==> config.mk <==
export PLATFORM = sky130hd
export DESIGN_NAME = psynth_ctrl
export DESIGN_NICKNAME = d
export VERILOG_FILES = /design/src/rtl/psynth_pkg.sv /design/src/rtl/psynth_ctrl.sv
export VERILOG_INCLUDE_DIRS = /design/src /design/src/rtl
export SDC_FILE = /design/constraint.sdc
export NUM_CORES = 1
export LEC_CHECK = 0
export BUFFER_PORTS_ARGS = -buffer_cell sky130_fd_sc_hd__buf_2
export CORE_AREA = 4 4 149 258
export CTS_BUF_LIST = sky130_fd_sc_hd__clkbuf_4 sky130_fd_sc_hd__clkbuf_8
export CTS_CLUSTER_SIZE = 20
export DETAILED_ROUTE_END_ITERATION = 7
export DIE_AREA = 0 0 153 262
export PLACE_DENSITY = 0.82
export SLEW_MARGIN = 25
export SYNTH_ARGS = -nofsm -noshare
export SYNTH_HDL_FRONTEND = slang
export SYNTH_SLANG_ARGS = --single-unit
==> constraint.sdc <==
create_clock -name clk -period 7.7 [get_ports clk]
set_input_delay 0.385 -clock clk [delete_from_list [all_inputs] [get_ports clk]]
set_output_delay 0.385 -clock clk [all_outputs]
set_load 0.02 [all_outputs]
==> src/rtl/plucked_string_synth_core_macros.svh <==
// Assertion helpers shared by the RTL. Each expects clk and rst_n in scope.
`ifndef PLUCKED_STRING_SYNTH_CORE_MACROS_SVH
`define PLUCKED_STRING_SYNTH_CORE_MACROS_SVH

// The consequent must hold in the same cycle as the antecedent.
`define PSS_ASSERT_NOW(label, ante, cons, msg) \
    label: assert property (@(posedge clk) disable iff (!rst_n) (ante) |-> (cons)) \
        else $error(msg);

// The consequent must hold in the cycle after the antecedent.
`define PSS_ASSERT_NEXT(label, ante, cons, msg) \
    label: assert property (@(posedge clk) disable iff (!rst_n) (ante) |=> (cons)) \
        else $error(msg);

`endif

==> src/rtl/psynth_pkg.sv <==
`timescale 1ns / 1ps

package psynth_pkg;

    localparam int SAMPLE_BITS    = 16;
    localparam int GAIN_BITS      = 16;
    localparam int LEN_BITS       = 12;
    localparam int CMD_BITS       = 2;
    localparam int GAIN_SHIFT     = 17;
    localparam int MIN_LEN        = 2;
    localparam int DEF_MAX_DELAY  = 2048;
    localparam int LEN_RESET      = 100;
    localparam int GAIN_RESET     = 65208;
    localparam int CFG_INDEX_BITS = 2;
    localparam int CFG_DATA_BITS  = 16;

    localparam logic [CFG_INDEX_BITS-1:0] CFG_DELAY_LENGTH = 2'd0;
    localparam logic [CFG_INDEX_BITS-1:0] CFG_LOOP_GAIN    = 2'd1;

    localparam logic KIND_AUDIO = 1'b0;
    localparam logic KIND_PEAK  = 1'b1;

    typedef enum logic [CMD_BITS-1:0] {
        CMD_START = 2'd0,
        CMD_LOAD  = 2'd1,
        CMD_TICK  = 2'd2,
        CMD_PEAK  = 2'd3
    } cmd_t;

    typedef struct packed {
        logic [SAMPLE_BITS-1:0] peak_level;
        logic [SAMPLE_BITS-1:0] audio_out;
        logic                   result_kind;
    } result_t;

endpackage

==> src/rtl/psynth_ctrl.sv <==
`timescale 1ns / 1ps
`include "plucked_string_synth_core_macros.svh"

module psynth_ctrl
    import psynth_pkg::*;
#(
    parameter int MAX_DELAY = DEF_MAX_DELAY
)
(
    input  logic                           clk,
    input  logic                           rst_n,
    input  logic [$clog2(MAX_DELAY+1)-1:0] line_len,
    input  logic [GAIN_BITS-1:0]           loop_gain,
    input  logic                           len_wr,
    input  logic                           s_tvalid,
    output logic                           s_tready,
    input  logic [SAMPLE_BITS-1:0]         s_tdata,
    input  logic [CMD_BITS-1:0]            s_tuser,
    output logic                           m_tvalid,
    input  logic                           m_tready,
    output logic [2*SAMPLE_BITS-1:0]       m_tdata,
    output logic                           m_tuser,
    input  logic                           line_ready,
    output logic                           rd_en,
    output logic [$clog2(MAX_DELAY)-1:0]   rd_addr,
    input  logic [SAMPLE_BITS-1:0]         rd_data,
    output logic                           wr_en,
    output logic [$clog2(MAX_DELAY)-1:0]   wr_addr,
    output logic [SAMPLE_BITS-1:0]         wr_data
);

    localparam int AW = $clog2(MAX_DELAY);
    localparam int LW = $clog2(MAX_DELAY + 1);
    localparam int PW = SAMPLE_BITS + GAIN_BITS + 2;

    typedef enum logic [2:0] {
        ST_IDLE,
        ST_TICK_Y0,
        ST_TICK_Y1,
        ST_TICK_WR,
        ST_PEAK_SCAN,
        ST_OUT
    } state_t;

    state_t                  state_reg, state_next;
    logic [AW-1:0]           head_reg, head_next;
    logic [LW-1:0]           load_reg, load_next;
    logic [LW-1:0]           cnt_reg, cnt_next;
    logic [SAMPLE_BITS-1:0]  y0_reg, y0_next;
    logic signed [PW-1:0]    prod_reg, prod_next;
    logic [SAMPLE_BITS-1:0]  peak_reg, peak_next;
    result_t                 pend_reg, pend_next;
    result_t                 out_reg, out_next;
    logic                    m_valid_reg, m_valid_next;

    logic                    in_accept;
    logic                    out_free;
    logic                    emit;
    result_t                 res;
    logic [LW-1:0]           head_inc;
    logic [AW-1:0]           head_adv;
    logic [LW:0]             load_sum;
    logic [AW-1:0]           load_slot;
    logic signed [SAMPLE_BITS:0] pair_sum;
    logic [SAMPLE_BITS-1:0]  mag;
    logic [SAMPLE_BITS-1:0]  peak_new;

    assign s_tready  = (state_reg == ST_IDLE) && line_ready;
    assign in_accept = s_tvalid && s_tready;
    assign out_free  = !m_valid_reg || m_tready;

    // Slot after the head, wrapping at the line length.
    assign head_inc = LW'(head_reg) + LW'(1);
    assign head_adv = (head_inc == line_len) ? '0 : AW'(head_inc);

    // Load position is an offset from the head; the sum stays below twice the length.
    assign load_sum  = (LW+1)'(head_reg) + (LW+1)'(load_reg);
    assign load_slot = (load_sum >= (LW+1)'(line_len)) ?
                       AW'(load_sum - (LW+1)'(line_len)) : AW'(load_sum);

    assign pair_sum = $signed({y0_reg[SAMPLE_BITS-1], y0_reg}) +
                      $signed({rd_data[SAMPLE_BITS-1], rd_data});

    // The two's complement of the most negative sample reads correctly as unsigned.
    assign mag      = rd_data[SAMPLE_BITS-1] ? (~rd_data + SAMPLE_BITS'(1)) : rd_data;
    assign peak_new = (mag > peak_reg) ? mag : peak_reg;

    always_comb
    begin
        state_next   = state_reg;
        head_next    = head_reg;
        load_next    = load_reg;
        cnt_next     = cnt_reg;
        y0_next      = y0_reg;
        prod_next    = prod_reg;
        peak_next    = peak_reg;
        pend_next    = pend_reg;
        out_next     = out_reg;
        m_valid_next = m_valid_reg && !m_tready;
        rd_en        = 1'b0;
        rd_addr      = '0;
        wr_en        = 1'b0;
        wr_addr      = '0;
        wr_data      = '0;
        emit         = 1'b0;
        res          = '0;

        unique case (state_reg)
            ST_IDLE:
            begin
                if (in_accept)
                begin
                    unique case (cmd_t'(s_tuser))
                        CMD_START:
                        begin
                            load_next = '0;
                        end
                        CMD_LOAD:
                        begin
                            if (load_reg < line_len)
                            begin
                                wr_en     = 1'b1;
                                wr_addr   = load_slot;
                                wr_data   = s_tdata;
                                load_next = load_reg + LW'(1);
                            end
                        end
                        CMD_TICK:
                        begin
                            rd_en      = 1'b1;
                            rd_addr    = head_reg;
                            state_next = ST_TICK_Y0;
                        end
                        CMD_PEAK:
                        begin
                            rd_en      = 1'b1;
                            rd_addr    = '0;
                            cnt_next   = LW'(1);
                            peak_next  = '0;
                            state_next = ST_PEAK_SCAN;
                        end
                    endcase
                end
            end
            ST_TICK_Y0:
            begin
                y0_next    = rd_data;
                rd_en      = 1'b1;
                rd_addr    = head_adv;
                state_next = ST_TICK_Y1;
            end
            ST_TICK_Y1:
            begin
                prod_next  = PW'(pair_sum) * $signed({2'b00, loop_gain});
                state_next = ST_TICK_WR;
            end
            ST_TICK_WR:
            begin
                // Arithmetic shift of the product rounds toward minus infinity.
                wr_en           = 1'b1;
                wr_addr         = head_reg;
                wr_data         = prod_reg[GAIN_SHIFT +: SAMPLE_BITS];
                head_next       = head_adv;
                res.result_kind = KIND_AUDIO;
                res.audio_out   = y0_reg;
                emit            = 1'b1;
            end
            ST_PEAK_SCAN:
            begin
                peak_next = peak_new;
                if (cnt_reg == line_len)
                begin
                    res.result_kind = KIND_PEAK;
                    res.peak_level  = peak_new;
                    emit            = 1'b1;
                end
                else
                begin
                    rd_en    = 1'b1;
                    rd_addr  = AW'(cnt_reg);
                    cnt_next = cnt_reg + LW'(1);
                end
            end
            ST_OUT:
            begin
                if (out_free)
                begin
                    m_valid_next = 1'b1;
                    out_next     = pend_reg;
                    state_next   = ST_IDLE;
                end
            end
            default:
            begin
                state_next = ST_IDLE;
            end
        endcase

        // A finished result goes straight out if the output word is free.
        if (emit)
        begin
            if (out_free)
            begin
                m_valid_next = 1'b1;
                out_next     = res;
                state_next   = ST_IDLE;
            end
            else
            begin
                pend_next  = res;
                state_next = ST_OUT;
            end
        end

        if (len_wr)
        begin
            head_next = '0;
            load_next = '0;
        end
    end

    always_ff @(posedge clk or negedge rst_n)
    begin
        if (!rst_n)
        begin
            state_reg   <= ST_IDLE;
            head_reg    <= '0;
            load_reg    <= '0;
            cnt_reg     <= '0;
            m_valid_reg <= 1'b0;
        end
        else
        begin
            state_reg   <= state_next;
            head_reg    <= head_next;
            load_reg    <= load_next;
            cnt_reg     <= cnt_next;
            m_valid_reg <= m_valid_next;
        end
    end

    always_ff @(posedge clk)
    begin
        y0_reg   <= y0_next;
        prod_reg <= prod_next;
        peak_reg <= peak_next;
        pend_reg <= pend_next;
        out_reg  <= out_next;
    end

    assign m_tvalid = m_valid_reg;
    assign m_tdata  = {out_reg.peak_level, out_reg.audio_out};
    assign m_tuser  = out_reg.result_kind;

    `PSS_ASSERT_NOW(a_head_in_line, 1'b1, LW'(head_reg) < line_len, "head beyond line length")
    `PSS_ASSERT_NOW(a_load_in_line, 1'b1, load_reg <= line_len, "load position past line")
    `PSS_ASSERT_NOW(a_out_pending, state_reg == ST_OUT, m_valid_reg, "held result without busy output")

endmodule
==> flow_summary.json, run 1 <==
{
  "status": "complete, but fails checks",
  "violations": "negative setup slack",
  "nNetsFinal": 2960,
  "grt.total_usage": 0.294,
  "via_per_inst": 6.01,
  "synth_edf_count": 81,
  "synth.cell_area_um2": 20900,
  "fin_ws_ns": -0.0400,
  "period_minus_slack_ns": 7.74,
  "place_congestion": 0.989,
  "rsz0062_at_grt": "yes",
  "n_antenna_cell": 0,
  "first_pass_iters": 5,
  "root_buffer": "clkbuf_8",
  "core_area_um2": 36100,
  "setup_violations": 3,
  "synth.most_common_cell": "inv_1",
  "insertion_delay_ns": 0.50,
  "wl_per_cell_um": 20.2,
  "die_w_um": 153,
  "dieArea_um2": 40100,
  "postSynthAreaPerCell_um2": 9.13,
  "cap_violations": 0,
  "synth_fp_nets": 2773,
  "holdWs_ns": 0.119,
  "endpoint_kind": "register",
  "ant_nets": 0,
  "rr_worst_depth": 32,
  "grt_pass1_wl_um": 93500,
  "synth_top_cell_by_area": "fa_1",
  "cp-startpoint": "y0_reg[0]",
  "ys_warn_count": 0,
  "startpoint_type": "register",
  "finalWirelength_um": 59700,
  "die_h_um": 262,
  "remaining_drc_errors": 0,
  "r2r_end": "prod_reg[30]",
  "crit_fanout": 4,
  "cts-buffers-inserted": 17,
  "cts.sinks": 153,
  "cts_tree": "yes",
  "grt.overflow.total": 0,
  "io_pins": 143,
  "yosysUniqueCellTypes": 77,
  "synthArstFlopShare": 0.255,
  "syn_inst": 2285,
  "synth_area_leaders": "fa_1 (26%), edfxtp_1 (12%), ha_1 (9.2%), inv_1 (6.7%), dfrtp_1 (4.7%)",
  "final_layout_size_suffix_gt1_frac": 0.166,
  "rr_startpoint": "y0_reg[0]",
  "largest_register_ffs": 33,
  "clock_path_buffers": 2,
  "placementRows": 92,
  "grt_pass1_vias": 18700,
  "io_buffers": 142,
  "grt_start_max_net_pins": 52,
  "clk_pin_slew_ns": 0.09,
  "htree_levels": 4,
  "crit_arrival_ns": 8.06,
  "critical_path_required_ns": 8.02,
  "hp-class": "input pin to register",
  "finalCritPeriodShare": 1.01,
  "fin_worst_skew_ns": 0.0271,
  "synth_ff_type": "edfxtp_1",
  "antenna_found_initial": 0,
  "worst-setup-path-type": "register to register",
  "dp_hpwl_um": 46300,
  "endpoint": "prod_reg[30]",
  "cpPeakStageDelay_ns": 0.58,
  "drtIter0Drc": 1073,
  "drv_slew": 0,
  "crit_slowest_cell": "fa_1",
  "via_count": 17800,
  "synth_top_area_frac": 0.255,
  "max_freq_ghz": 0.129,
  "synth-seq-cells": 153,
  "start_util": 0.577,
  "syn2layout_area_growth_pct": 13.7,
  "r2r_setup_slack_ns": -0.04,
  "ys_top_cells_by_count": "inv_1 (371), fa_1 (266), nand2_1 (202)",
  "crit_top_cell": "inv_1",
  "synth-seq-area-share": 0.195,
  "worstMarginPinSlew_ns": 1.08,
  "relSlewSlack": 0.277,
  "worstHoldStart": "rd_data[1]",
  "final-hold-violation-count": 0
}
[critical path, delay by kind of cell, from the launching register on]
family | cells | cell delay [ns]
flops | 1 | 0.40
simple gates | 4 | 0.87
compound gates | 9 | 1.71
fa+ha+maj | 9 | 3.80
buf+inv | 9 | 0.65
mux | 1 | 0.13
[cells by family (layout without fill, tap and decap cells)]
| group | Yosys count | count (layout) | synth area share |
|---|---|---|---|
| DFF | 153 | 153 | 0.195 |
| adders and majority gates | 420 | 420 | 0.348 |
| xor gates and xnor gates | 115 | 115 | 0.0483 |
| muxes | 87 | 87 | 0.0421 |
| buffers and inverters | 485 | 685 | 0.0889 |
| AOI/OAI and AO/OA | 333 | 333 | 0.109 |
| and+or+nand+nor | 692 | 692 | 0.169 |
[how the worst min path moves through the flow]
stage | slack [ns] | cells past startpoint | end
final | 0.12 | 1 | y0_reg[1]
after global placement | 0.43 | 1 | m_tuser
after floorplan | 0.09 | 0 | cnt_reg[0]
after CTS | 0.04 | 1 | state_reg[0]
after detailed placement | 0.45 | 1 | m_tuser
after global routing | 0.09 | 1 | y0_reg[1]
[area by class of cell]
type,instances,area [um2]
inverter,372,1400
timing repair buffer,281,1820
clock inverter,13,130
sequential,153,4070
multi-input combinational,1647,15500
tap,470,588
clock buffer,19,255
fill,2794,12400
[per-layer routing]
| layer | GRT usage | vias up | routed length (um) |
|---|---|---|---|
| met5 | 0 | - | 0 |
| met4 | 0.236 | 0 | 5620 |
| met2 | 0.551 | 772 | 32100 |
| met1 | 0.288 | 8805 | 18900 |
| met3 | 0.0399 | 316 | 3080 |
| li1 | - | 7870 | - |
[cell usage in the layout, fill, tap and decap left out, drive strengths merged, types with 61 or more instances in the layout]
cell type / n
inv: 379
buf: 280
fa: 266
nand2: 203
ha: 154
and2: 134
nor2: 114
mux2i: 82
edfxtp: 81
xnor2: 77
a21oi: 65
o21ai: 61
[what timing repair did]
item	CTS	global route
hold buffers	0	1
pin swaps	20	64
endpoints found under the setup margin	10	14
resized for setup	29	79
setup buffers	7	10
gates cloned	0	1
hold endpoints to repair	0	39
[per-stage QoR]
stage	TNS [ns]	util	setup WS, ns	area (um2)	cells
floorplan	0	-	0.0347	20900	2285
global placement	-0.356	0.626	-0.160	22600	2903
detailed placement	-1.99	0.627	-0.330	22700	2904
CTS	-0.00144	0.643	-0.00144	23200	2943
global route	-1.42	0.656	-0.309	23700	2955
finish	-0.0786	0.656	-0.0400	23700	2955
Power of run 1 is not shown: default switching activity piles up to over one toggle a cycle in this logic, so the estimate is an artifact.
==> run 2: changes to the inputs <==
--- a/config.mk
+++ b/config.mk
@@ -12,6 +12,7 @@
 export CTS_CLUSTER_SIZE = 20
 export DETAILED_ROUTE_END_ITERATION = 7
 export DIE_AREA = 0 0 153 262
+export GPL_TIMING_DRIVEN = 0
 export PLACE_DENSITY = 0.82
 export SLEW_MARGIN = 25
 export SYNTH_ARGS = -nofsm -noshare
==> run 2 against run 1 <==
  * The run still ends with negative setup slack left
  * Setup slack got worse by 0.054 ns
  * Fmax fell by 0.69%
  * Global-route usage rose by 2.1 points
  * Routed wire length up 7.2%
  * Die area did not move
  * Flip-flop and latch count unchanged
  * First-iteration DRC count up 2.8%
  * Critical path type unchanged
  * Largest cell class unchanged
==> flow_summary.json, run 2 (synthesis results as in run 1) <==
{
  "cts_tree": "yes",
  "crit_arrival_ns": 8.11,
  "place_congestion": 1.01,
  "finalCritPeriodShare": 1.01,
  "max_freq_ghz": 0.128,
  "startpoint_type": "register",
  "rr_startpoint": "y0_reg[0]",
  "layout.cells.non_filler": 2974,
  "cpPeakStageDelay_ns": 0.63,
  "worst-path-buf-inv": 5,
  "worstMarginPinSlew_ns": 0.906,
  "crit_fanout": 6,
  "critical_path_required_ns": 8.02,
  "worstHoldStart": "rd_data[5]",
  "final_layout_size_suffix_gt1_frac": 0.153,
  "dieArea_um2": 40100,
  "start_util": 0.577,
  "die_w_um": 153,
  "period_minus_slack_ns": 7.79,
  "largest_register_ffs": 33,
  "io_buffers": 134,
  "clock_path_buffers": 2,
  "cts.sinks": 153,
  "remaining_drc_errors": 0,
  "grt.total_usage": 0.316,
  "wl_per_cell_um": 21.5,
  "placementRows": 92,
  "fin_ws_ns": -0.0938,
  "cap_violations": 0,
  "hold_end": "y0_reg[5]",
  "ant_nets": 0,
  "relSlewSlack": 0.389,
  "crit_top_cell": "fa_2",
  "via_count": 17900,
  "layout_common_cells": "inv_1 (354), fa_1 (246), nand2_1 (200)",
  "via_per_inst": 6.02,
  "rr_worst_depth": 28,
  "finalWirelength_um": 64000,
  "die_h_um": 262,
  "drv_slew": 0,
  "grt_start_max_net_pins": 40,
  "syn2layout_area_growth_pct": 14.3,
  "crit_family": "adder cells",
  "drtIter0Drc": 1103,
  "dp_hpwl_um": 50300,
  "holdPathStages": 1,
  "crit_slowest_cell": "fa_2",
  "root_buffer": "clkbuf_8",
  "first_pass_iters": 7,
  "antenna_found_initial": 0,
  "status": "complete, but fails checks",
  "htree_levels": 4,
  "r2r_end": "prod_reg[30]",
  "cp-startpoint": "y0_reg[0]",
  "grt_pass1_wl_um": 99100,
  "setup_violations": 3,
  "fin_worst_skew_ns": 0.0131,
  "io_pins": 143,
  "mostFrequentLayoutCell": "inv_1",
  "nNetsFinal": 2979,
  "violations": "negative setup slack",
  "grt_pass1_vias": 19300,
  "fillers": 2849,
  "worst-setup-path-type": "register to register",
  "endpoint_kind": "register",
  "insertion_delay_ns": 0.49,
  "rsz0062_at_grt": "yes",
  "cts-buffers-inserted": 17,
  "core_area_um2": 36100,
  "final-hold-violation-count": 0,
  "r2r_setup_slack_ns": -0.09,
  "hp-class": "input pin to register",
  "n_antenna_cell": 0,
  "clk_pin_slew_ns": 0.09,
  "grt.overflow.total": 0,
  "post-place-cells": 2892
}
-- run 2: cell count changes in the layout (fill, tap and decap cells not counted), moves of 7 or more --
cell      delta
clkbuf_1    +72
ha_1        -10
fa_2        +13
buf_1        +7
buf_4       -78
fa_1        -13
-- run 2: layout make-up --
cell class                 instances  area, um2  share of cell area
buffer                           107        548              0.0230
clock buffer                      18        241              0.0101
timing repair buffer             193       1170              0.0492
multi-input combinational       1647      15600               0.656
inverter                         372       1400              0.0587
clock inverter                    14        183             0.00767
sequential                       153       4070               0.171
tap                              470        588              0.0247
-- run 2: routing by layer --
metal	vias to the layer above	wire, um	track usage
li1	7934	-	-
met2	890	33500	0.591
met5	-	0	0
met4	0	6720	0.269
met1	8720	20200	0.301
met3	367	3570	0.0437
-- run 2: how the worst max path moves through the flow --
stage	to	slack, ns	depth (start not counted)
after floorplan	prod_reg[30]	0.03	30
after global placement	prod_reg[30]	-1.35	30
after detailed placement	prod_reg[32]	-1.48	30
after CTS	prod_reg[30]	-0.04	28
after global routing	prod_reg[32]	-0.34	26
final	prod_reg[30]	-0.09	28
-- run 2: through the flow --
stage	utilization	hold slack, ns	setup TNS (ns)	worst slack [ns]	cell area (um2)
after floorplan	-	0.0894	0	0.0347	20900
after global routing	0.659	0.138	-1.44	-0.337	23800
after detailed placement	0.614	0.439	-18.64	-1.48	22200
final	0.659	0.163	-0.162	-0.0938	23800
after global placement	0.612	0.437	-16.73	-1.35	22100
after CTS	0.652	0.0612	-0.0616	-0.0407	23600
-- run 2: repair_timing --
action / 4_1_cts / 5_1_grt
resized for setup: 135 / 52
hold buffers: 0 / 1
endpoints found under the setup margin: 16 / 14
pin swaps: 76 / 52
setup buffers: 49 / 6
endpoints found under the hold margin: 0 / 39
-- run 2: worst reg2reg max path, delay by kind of cell (launching register included) --
kind | cells | cell delay (ns)
buffers and inverters | 5 | 0.25
and+or+nand+nor | 5 | 1.36
DFF | 1 | 0.37
adders and majority gates | 9 | 3.88
AOI/OAI and AO/OA | 9 | 1.77
Power of run 2 is left out for the same reason.
